<file path="src/lcu_pkg.sv">
// Shared types and constants for the longest dominance chain unit.
// No dependencies; every other file of the block imports this package.
`default_nettype none

package lcu_pkg;

  // Default capacity of the item set.
  localparam int MAX_ITEMS_DEF = 32;

  // Fixed field widths of the item and result streams.
  localparam int WEIGHT_W = 16;
  localparam int SMART_W  = 16;
  localparam int VALUE_W  = 6;
  localparam int IN_DATA_W  = 32;
  localparam int OUT_DATA_W = 8;

  // Result kinds carried on the output tuser bit.
  localparam logic KIND_LENGTH = 1'b0;
  localparam logic KIND_INDEX  = 1'b1;

  // One stored input item.
  typedef struct packed {
    logic [SMART_W-1:0]  smartness;
    logic [WEIGHT_W-1:0] weight;
  } item_t;

endpackage

`default_nettype wire

</file>
<file path="src/lcu_item_store.sv">
// Item memory of the longest dominance chain unit: weight and smartness per item.
// Depends on lcu_pkg for item_t. One write port, one registered read port.
`default_nettype none

module lcu_item_store
  import lcu_pkg::*;
#(
  parameter int DEPTH = MAX_ITEMS_DEF,
  localparam int AW = (DEPTH > 1) ? $clog2(DEPTH) : 1
) (
  input  wire logic          clk,
  input  wire logic          we,
  input  wire logic [AW-1:0] waddr,
  input  wire item_t         wdata,
  input  wire logic          re,
  input  wire logic [AW-1:0] raddr,
  output item_t              rdata
);

  item_t mem [DEPTH];

  // Write port, used while the set is loaded.
  always_ff @(posedge clk) begin
    if (we) begin
      mem[waddr] <= wdata;
    end
  end

  // Registered read; the data holds while no read is issued.
  always_ff @(posedge clk) begin
    if (re) begin
      rdata <= mem[raddr];
    end
  end

endmodule

`default_nettype wire

</file>
<file path="src/lcu_dp_table.sv">
// Chain table of the longest dominance chain unit: chain length and predecessor per item.
// Depends on lcu_pkg for MAX_ITEMS_DEF; one write port, one registered read port.
`default_nettype none

module lcu_dp_table
  import lcu_pkg::*;
#(
  parameter int DEPTH = MAX_ITEMS_DEF,
  parameter int LEN_W = 6,
  localparam int AW = (DEPTH > 1) ? $clog2(DEPTH) : 1
) (
  input  wire logic             clk,
  input  wire logic             we,
  input  wire logic [AW-1:0]    waddr,
  input  wire logic [LEN_W-1:0] wlen,
  input  wire logic [AW-1:0]    wpred,
  input  wire logic             re,
  input  wire logic [AW-1:0]    raddr,
  output logic      [LEN_W-1:0] rlen,
  output logic      [AW-1:0]    rpred
);

  logic [LEN_W+AW-1:0] mem [DEPTH];

  // A row is written once, when its scan over earlier items ends.
  always_ff @(posedge clk) begin
    if (we) begin
      mem[waddr] <= {wlen, wpred};
    end
  end

  // Registered read; the data holds while no read is issued.
  always_ff @(posedge clk) begin
    if (re) begin
      {rlen, rpred} <= mem[raddr];
    end
  end

endmodule

`default_nettype wire

</file>
<file path="src/longest_dominance_chain_unit.sv">
// Top level of the longest dominance chain unit: sequencer, scan logic and result register.
// Depends on lcu_pkg, lcu_item_store and lcu_dp_table.
//
// Usage: items (weight, smartness) enter on the s_axis channel, one per cycle while
// s_axis_tready is high. The item with s_axis_tlast set closes the set; items beyond
// MAX_ITEMS are dropped, but a tlast on such an item still closes the set.
// After the closing item the block computes with s_axis_tready low; the comparisons
// of each item against the earlier ones run one after another, bound by the single
// read port of the item memory and of the chain table.
// Results then leave on m_axis: first the chain length (tuser = 0), then the member
// indices from the chain end back to its start (tuser = 1), tlast on the final one.
// Each index result goes through a chain table read state, then an output state.
// A stalled receiver holds the result register and the sequencer waits; input is
// taken again as soon as the final result sits in the result register.
// Reset empties the set and the result register; the memories need no clearing.
`default_nettype none

module longest_dominance_chain_unit
  import lcu_pkg::*;
#(
  parameter int MAX_ITEMS = MAX_ITEMS_DEF
) (
  input  wire logic                  clk,
  input  wire logic                  rst,
  input  wire logic                  s_axis_tvalid,
  output logic                       s_axis_tready,
  input  wire logic [IN_DATA_W-1:0]  s_axis_tdata,   // [15:0] weight, [31:16] smartness
  input  wire logic                  s_axis_tlast,   // last_item
  output logic                       m_axis_tvalid,
  input  wire logic                  m_axis_tready,
  output logic [OUT_DATA_W-1:0]      m_axis_tdata,   // [5:0] value, [7:6] zero
  output logic                       m_axis_tuser,   // kind
  output logic                       m_axis_tlast    // last_result
);

  localparam int IDX_W = (MAX_ITEMS > 1) ? $clog2(MAX_ITEMS) : 1;
  localparam int CNT_W = $clog2(MAX_ITEMS + 1);

  localparam logic [2:0] ST_LOAD      = 3'd0;
  localparam logic [2:0] ST_ROW_RD    = 3'd1;
  localparam logic [2:0] ST_ROW_LD    = 3'd2;
  localparam logic [2:0] ST_SCAN      = 3'd3;
  localparam logic [2:0] ST_ROW_WR    = 3'd4;
  localparam logic [2:0] ST_EMIT_LEN  = 3'd5;
  localparam logic [2:0] ST_TRACE_RD  = 3'd6;
  localparam logic [2:0] ST_TRACE_OUT = 3'd7;

  logic [2:0]       state;
  logic [CNT_W-1:0] count;
  logic [IDX_W-1:0] row;
  logic [IDX_W-1:0] col;
  logic [WEIGHT_W-1:0] row_weight;
  logic [SMART_W-1:0]  row_smart;
  logic [CNT_W-1:0] row_len;
  logic [IDX_W-1:0] row_pred;
  logic [CNT_W-1:0] best;
  logic [IDX_W-1:0] best_end;
  logic [IDX_W-1:0] cur;
  logic [CNT_W-1:0] steps;
  logic [VALUE_W-1:0] out_value;

  // Memory ports.
  logic             item_we;
  item_t            item_wdata;
  logic             item_re;
  logic [IDX_W-1:0] item_raddr;
  item_t            item_rdata;
  logic             dp_we;
  logic             dp_re;
  logic [IDX_W-1:0] dp_raddr;
  logic [CNT_W-1:0] dp_rlen;
  logic [IDX_W-1:0] dp_rpred;

  logic             in_accept;
  logic             has_room;
  logic             out_free;
  logic [IDX_W-1:0] scan_addr;
  logic             scan_issue;
  logic             hit;
  logic             last_row;
  logic             last_step;

  lcu_item_store #(.DEPTH(MAX_ITEMS)) u_items (
    .clk   (clk),
    .we    (item_we),
    .waddr (count[IDX_W-1:0]),
    .wdata (item_wdata),
    .re    (item_re),
    .raddr (item_raddr),
    .rdata (item_rdata)
  );

  lcu_dp_table #(.DEPTH(MAX_ITEMS), .LEN_W(CNT_W)) u_table (
    .clk   (clk),
    .we    (dp_we),
    .waddr (row),
    .wlen  (row_len),
    .wpred (row_pred),
    .re    (dp_re),
    .raddr (dp_raddr),
    .rlen  (dp_rlen),
    .rpred (dp_rpred)
  );

  // Handshake and loading.
  assign s_axis_tready = (state == ST_LOAD);
  assign in_accept     = s_axis_tvalid && s_axis_tready;
  assign has_room      = (count < CNT_W'(MAX_ITEMS));
  assign item_we       = in_accept && has_room;
  assign item_wdata.weight    = s_axis_tdata[WEIGHT_W-1:0];
  assign item_wdata.smartness = s_axis_tdata[WEIGHT_W +: SMART_W];
  assign out_free      = !m_axis_tvalid || m_axis_tready;

  // Read addressing: the row item first, then earlier items from the nearest downward.
  assign scan_addr  = (state == ST_ROW_LD) ? (row - IDX_W'(1)) : (col - IDX_W'(1));
  assign scan_issue = ((state == ST_ROW_LD) && (row != '0)) ||
                      ((state == ST_SCAN) && (col != '0));
  assign item_re    = (state == ST_ROW_RD) || scan_issue;
  assign item_raddr = (state == ST_ROW_RD) ? row : scan_addr;
  assign dp_re      = scan_issue || (state == ST_TRACE_RD);
  assign dp_raddr   = (state == ST_TRACE_RD) ? cur : scan_addr;
  assign dp_we      = (state == ST_ROW_WR);

  // An earlier item extends the row's chain only when it is strictly longer.
  assign hit = (row_weight > item_rdata.weight) &&
               (row_smart < item_rdata.smartness) &&
               (((CNT_W+1)'(dp_rlen) + (CNT_W+1)'(1)) > (CNT_W+1)'(row_len));

  assign last_row  = ((CNT_W'(row) + CNT_W'(1)) == count);
  assign last_step = ((steps + CNT_W'(1)) == best);

  // Sequencer.
  always_ff @(posedge clk) begin
    if (rst) begin
      state <= ST_LOAD;
      count <= '0;
    end else begin
      case (state)
        ST_LOAD: begin
          if (in_accept) begin
            if (has_room) begin
              count <= count + CNT_W'(1);
            end
            if (s_axis_tlast) begin
              state <= ST_ROW_RD;
            end
          end
        end
        ST_ROW_RD: begin
          state <= ST_ROW_LD;
        end
        ST_ROW_LD: begin
          state <= (row == '0) ? ST_ROW_WR : ST_SCAN;
        end
        ST_SCAN: begin
          if (col == '0) begin
            state <= ST_ROW_WR;
          end
        end
        ST_ROW_WR: begin
          state <= last_row ? ST_EMIT_LEN : ST_ROW_RD;
        end
        ST_EMIT_LEN: begin
          if (out_free) begin
            state <= ST_TRACE_RD;
          end
        end
        ST_TRACE_RD: begin
          state <= ST_TRACE_OUT;
        end
        ST_TRACE_OUT: begin
          if (out_free) begin
            if (last_step) begin
              state <= ST_LOAD;
              count <= '0;
            end else begin
              state <= ST_TRACE_RD;
            end
          end
        end
        default: begin
          state <= ST_LOAD;
        end
      endcase
    end
  end

  // Row scan and running maximum; payload registers, no reset needed.
  always_ff @(posedge clk) begin
    case (state)
      ST_LOAD: begin
        row      <= '0;
        best     <= '0;
        best_end <= '0;
      end
      ST_ROW_LD: begin
        row_weight <= item_rdata.weight;
        row_smart  <= item_rdata.smartness;
        row_len    <= CNT_W'(1);
        row_pred   <= row;
        col        <= scan_addr;
      end
      ST_SCAN: begin
        if (hit) begin
          row_len  <= dp_rlen + CNT_W'(1);
          row_pred <= col;
        end
        col <= scan_addr;
      end
      ST_ROW_WR: begin
        if (row_len > best) begin
          best     <= row_len;
          best_end <= row;
        end
        row <= row + IDX_W'(1);
      end
      ST_EMIT_LEN: begin
        cur   <= best_end;
        steps <= '0;
      end
      ST_TRACE_OUT: begin
        if (out_free) begin
          cur   <= dp_rpred;
          steps <= steps + CNT_W'(1);
        end
      end
      default: begin
      end
    endcase
  end

  // Result register: loaded when free, cleared when taken.
  always_ff @(posedge clk) begin
    if (rst) begin
      m_axis_tvalid <= 1'b0;
    end else if ((state == ST_EMIT_LEN || state == ST_TRACE_OUT) && out_free) begin
      m_axis_tvalid <= 1'b1;
    end else if (m_axis_tready) begin
      m_axis_tvalid <= 1'b0;
    end
  end

  always_ff @(posedge clk) begin
    if (state == ST_EMIT_LEN && out_free) begin
      out_value    <= VALUE_W'(best);
      m_axis_tuser <= KIND_LENGTH;
      m_axis_tlast <= 1'b0;
    end else if (state == ST_TRACE_OUT && out_free) begin
      out_value    <= VALUE_W'(cur);
      m_axis_tuser <= KIND_INDEX;
      m_axis_tlast <= last_step;
    end
  end

  assign m_axis_tdata = OUT_DATA_W'(out_value);

endmodule

`default_nettype wire

</file>
<file path="config.mk">
export PLATFORM = sky130hd
export DESIGN_NAME = longest_dominance_chain_unit
export DESIGN_NICKNAME = d
export VERILOG_FILES = /design/src/lcu_pkg.sv /design/src/lcu_item_store.sv /design/src/lcu_dp_table.sv /design/src/longest_dominance_chain_unit.sv
export SDC_FILE = /design/constraint.sdc
export NUM_CORES = 2
export LEC_CHECK = 0
export ABC_CLOCK_PERIOD_IN_PS = 5690
export BUFFER_PORTS_ARGS = -buffer_cell sky130_fd_sc_hd__clkbuf_2
export CORE_MARGIN = 4
export CORE_UTILIZATION = 65
export CTS_BUF_LIST = sky130_fd_sc_hd__clkbuf_4 sky130_fd_sc_hd__clkbuf_8
export DETAILED_ROUTE_END_ITERATION = 10
export GPL_TIMING_DRIVEN = 0
export PLACE_DENSITY = 0.83
export SLEW_MARGIN = 40
export SYNTH_ARGS = -nofsm -noshare
export SYNTH_HDL_FRONTEND = slang
export SYNTH_HIERARCHICAL = 1
export SYNTH_SLANG_ARGS = --single-unit
</file>
<file path="constraint.sdc">
create_clock -name clk -period 5.69 [get_ports clk]
set_input_delay 0.8535 -clock clk [delete_from_list [all_inputs] [get_ports clk]]
set_output_delay 0.8535 -clock clk [all_outputs]
set_load 0.01 [all_outputs]
</file>
==> reports/metrics.cfg <==
[synthesis]
ys_async_sr_fraction_pct = 0
yosysSeqAreaShare_pct = 74.98
syn_area_mm2 = 0.06039
synth_edf_count = 1500
synth_top_flop_cell = edfxtp_1
yosys.area.top_type = edfxtp_1
synth_top_area_share_pct = 74.58
ys_ff_latch = 1512
synth.avg_cell_area_um2 = 17.16
ys_warn_count = 6
yosys-top-cells-area = edfxtp_1 (75%), mux2i_1 (11%), a22oi_1 (1.7%)
synth_cell_types = 72
synth_cells = 3520

[timing]
period_share_pct = 88.26
grt_setup_unrepaired = false
hold_violations = 0
skew_ps = 74.82
period_minus_slack_ps = 5022
finalMaxSlewViolations = 0
worstMarginPinSlew_ps = 931.1
tns_ps = 0
worst_slack_ps = 668.2
maxSlewHeadroom_pct = 37.92
fin_worst_hold_slack_ps = 234.3
finalSetupViolations = 0
max_freq_mhz = 199.1

[grt]
grt_max_degree = 42
grtUsageTotal_pct = 30.49
grt_pass1_vias = 35320
antenna_found_initial = 5
grt_pass1_wl_um = 219800
overflow = 0

[power_and_ir_drop]
pwr-share-clk_pct = 37.7
max-vdd-ir-drop_uv = 337.1
p_leak_nw = 24.05
total_power_mw = 22.31
p_int_mw = 17.11
powerDensity_mw_per_mm2 = 325.9
p_comb_share_pct = 6.9
power.switching_mw = 5.207
seqPwrFrac_pct = 55.4
p_sw_share_pct = 23.33

[setup_path]
path_cells = buf_6 > inv_4 > nand2_4 > nor2_8 > mux2i_2 > ha_1 > inv_1 > nor2_1 > a21oi_1 > and2b_1 > buf_4 > clkbuf_1 > a22oi_1 > a31oi_1 > nand3_1
start_kind = flip-flop
cp-startpoint = state[2]$_SDFFE_PP0P_
crit_fanout = 13
crit_path_end_kind = flip-flop
r2r_start = state[2]$_SDFFE_PP0P_
cp.arrival_ps = 5580
slowest_stage = a21oi_1
critPathRequiredTime_ps = 6250
crit_type = flip-flop to flip-flop
slowest_delay_ps = 700

[clock_tree]
cts_resized = 0
ctsHoldBuffers = 0
cts_tree = yes
cts-root-buf = clkbuf_8
clkSinkCount = 1512
post_cts.repair.setup_buffers = 0
clockBufferDepth = 3
htree_levels = 4
cts.clk_slew.worst_paths_ps = 60
cts_buffers = 222
clock_latency_ps = 940

[place]
hpwl_um = 97820
pre_cts_slack_ps = 490.1
io_buffers = 45
place_congestion = 0.8448

[finish]
drive_gt1_share_pct = 17.68
multiInputGateArea_mm2 = 0.01410
syn2layout_area_growth_pct = 13.38
n_fill_cell = 5102
finalNetCount = 3967
register_area_mm2 = 0.04528

[floorplanning]
ios = 49
die_x_um = 312.8
die_area_mm2 = 0.09785
rows = 111
start_util_pct = 65.69
die_h_um = 312.8
core_mm2 = 0.09194

[hold_path]
min_from = s_axis_tlast
hold_class = input pin to flip-flop

[routing]
wire_per_inst_um = 28.74
first_pass_iters = 5
via_per_inst = 6.551
vias = 34740
drc = 0
drt_iter0_markers = 4106
wl_um = 152400
final_antenna_net_count = 0

[job]
drv_cap = 0

[status]
status = complete, no violations

[worst max-delay path: cells and delay by family (launching register included)]
kind | cells | cell delay (ps)
muxes | 1 | 410
adders and majority gates | 1 | 350
and+or+nand+nor | 5 | 950
AOI/OAI and AO/OA | 3 | 1560
DFF | 1 | 310
buffers and inverters | 5 | 1100
[cells in the mapped netlist, types with 3 or more instances]
cell	count
nor2_1	96
o21ai_0	9
or3b_2	6
nand3_1	141
buf_12	4
or3_1	3
nand3b_1	11
buf_6	30
inv_1	49
a311oi_2	3
edfxtp_1	1500
and3_1	10
a22o_1	86
dfxtp_1	12
buf_4	41
a31oi_1	45
buf_1	6
a22oi_1	140
a21o_1	10
clkbuf_1	64
or2_2	3
ha_1	49
a211oi_1	3
mux2i_1	693
o21a_1	5
mux2_2	22
nand2_1	139
nand2b_1	9
nor2b_1	11
xor2_1	13
xnor2_1	12
nand4_1	18
a21oi_1	142
nor3_1	49
buf_2	41
[final timing paths]
check / to / slack (ps) / cells after the start
setup / recovery: u_items/rdata[24]$_DFFE_PP_ / 670 / 15
hold / removal: state[0]$_SDFFE_PP0P_ / 230 / 3
setup reg to reg: u_items/rdata[24]$_DFFE_PP_ / 670 / 15
hold reg to reg: m_axis_tuser$_SDFFE_PP0P_ / 440 / 2
[state kept, by name, summed over array words and instances, names as in the netlist, 6 cells and up]
signal / flops
u_table/mem: 352
u_items/mem: 1024
row_smart: 16
best: 6
u_table/rlen: 6
steps: 6
row_len: 6
row_weight: 16
out_value: 6
u_items/rdata: 32
count: 6
[through the flow]
stage               instances  util (%)  instance area, um^2
floorplan                3521         -                60400
global placement         4809     67.63                62180
global route             5302     74.48                68470
detailed placement       4897     69.76                64140
CTS                      5295     74.41                68410
finish                   5303     74.48                68480
[power by group through the flow]
stage	Sequential [mW]	Clock (mW)	Combinational, mW
6_report	12.4	8.41	1.54
5_1_grt	12.4	9.02	1.60
4_1_cts	12.4	8.48	1.49
3_5_place_dp	12.6	0	1.47
3_3_place_gp	12.6	0	1.38
2_1_floorplan	12.6	0	0.874
[placed cells by master, fill, tap and decap left out, drive strengths merged, types with 3 or more instances in the layout]
| master | n |
|---|---|
| and3 | 10 |
| edfxtp | 1500 |
| a21o | 10 |
| or2 | 5 |
| clkinv | 89 |
| ha | 49 |
| o21a | 5 |
| a21oi | 142 |
| mux2i | 694 |
| a31oi | 45 |
| diode | 5 |
| mux2 | 22 |
| clkbuf | 409 |
| a22oi | 140 |
| buf | 212 |
| nand2b | 9 |
| nor3 | 50 |
| nand3b | 11 |
| nand2 | 141 |
| bufinv | 3 |
| xnor2 | 13 |
| nor2b | 11 |
| nor2 | 99 |
| a311oi | 3 |
| a22o | 86 |
| o21ai | 11 |
| or3b | 7 |
| nand4 | 18 |
| inv | 61 |
| nand3 | 142 |
| dfxtp | 12 |
| or3 | 3 |
| a211oi | 4 |
| xor2 | 14 |
[kinds of logic (layout without fill, tap and decap cells)]
kind of cell	Yosys count	count (layout)	share of synthesized area (%)
AO/OA/AOI/OAI	460	460	5.227
adder cells (fa/ha/maj)	49	49	1.015
AND/OR/NAND/NOR	515	515	4.104
buffers and inverters	240	774	2.331
XOR/XNOR	27	27	0.4164
multiplexers	716	716	11.92
flip-flops	1512	1512	74.98
other	1	7	0.006209
[area by class of cell]
class / instances / share of cell area (%)
Clock buffer: 297 / 5.284
Sequential cell: 1512 / 66.13
Buffer: 188 / 1.774
Clock inverter: 101 / 0.9556
Tap cell: 1243 / 2.271
Timing Repair Buffer: 136 / 2.686
Antenna cell: 5 / 0.01827
Inverter: 52 / 0.2905
Multi-Input combinational cell: 1769 / 20.59
[routing by layer]
metal	track usage (%)	vias up	share of wire (%)	routed length, um
met5	0	-	0	0
met4	16.27	0	5.8	8838
met3	6.340	513	9.5	14480
met2	52.74	2254	51	77210
met1	36.17	17370	34	51900
li1	-	14600	-	-
(Power assumes the default switching activity.)
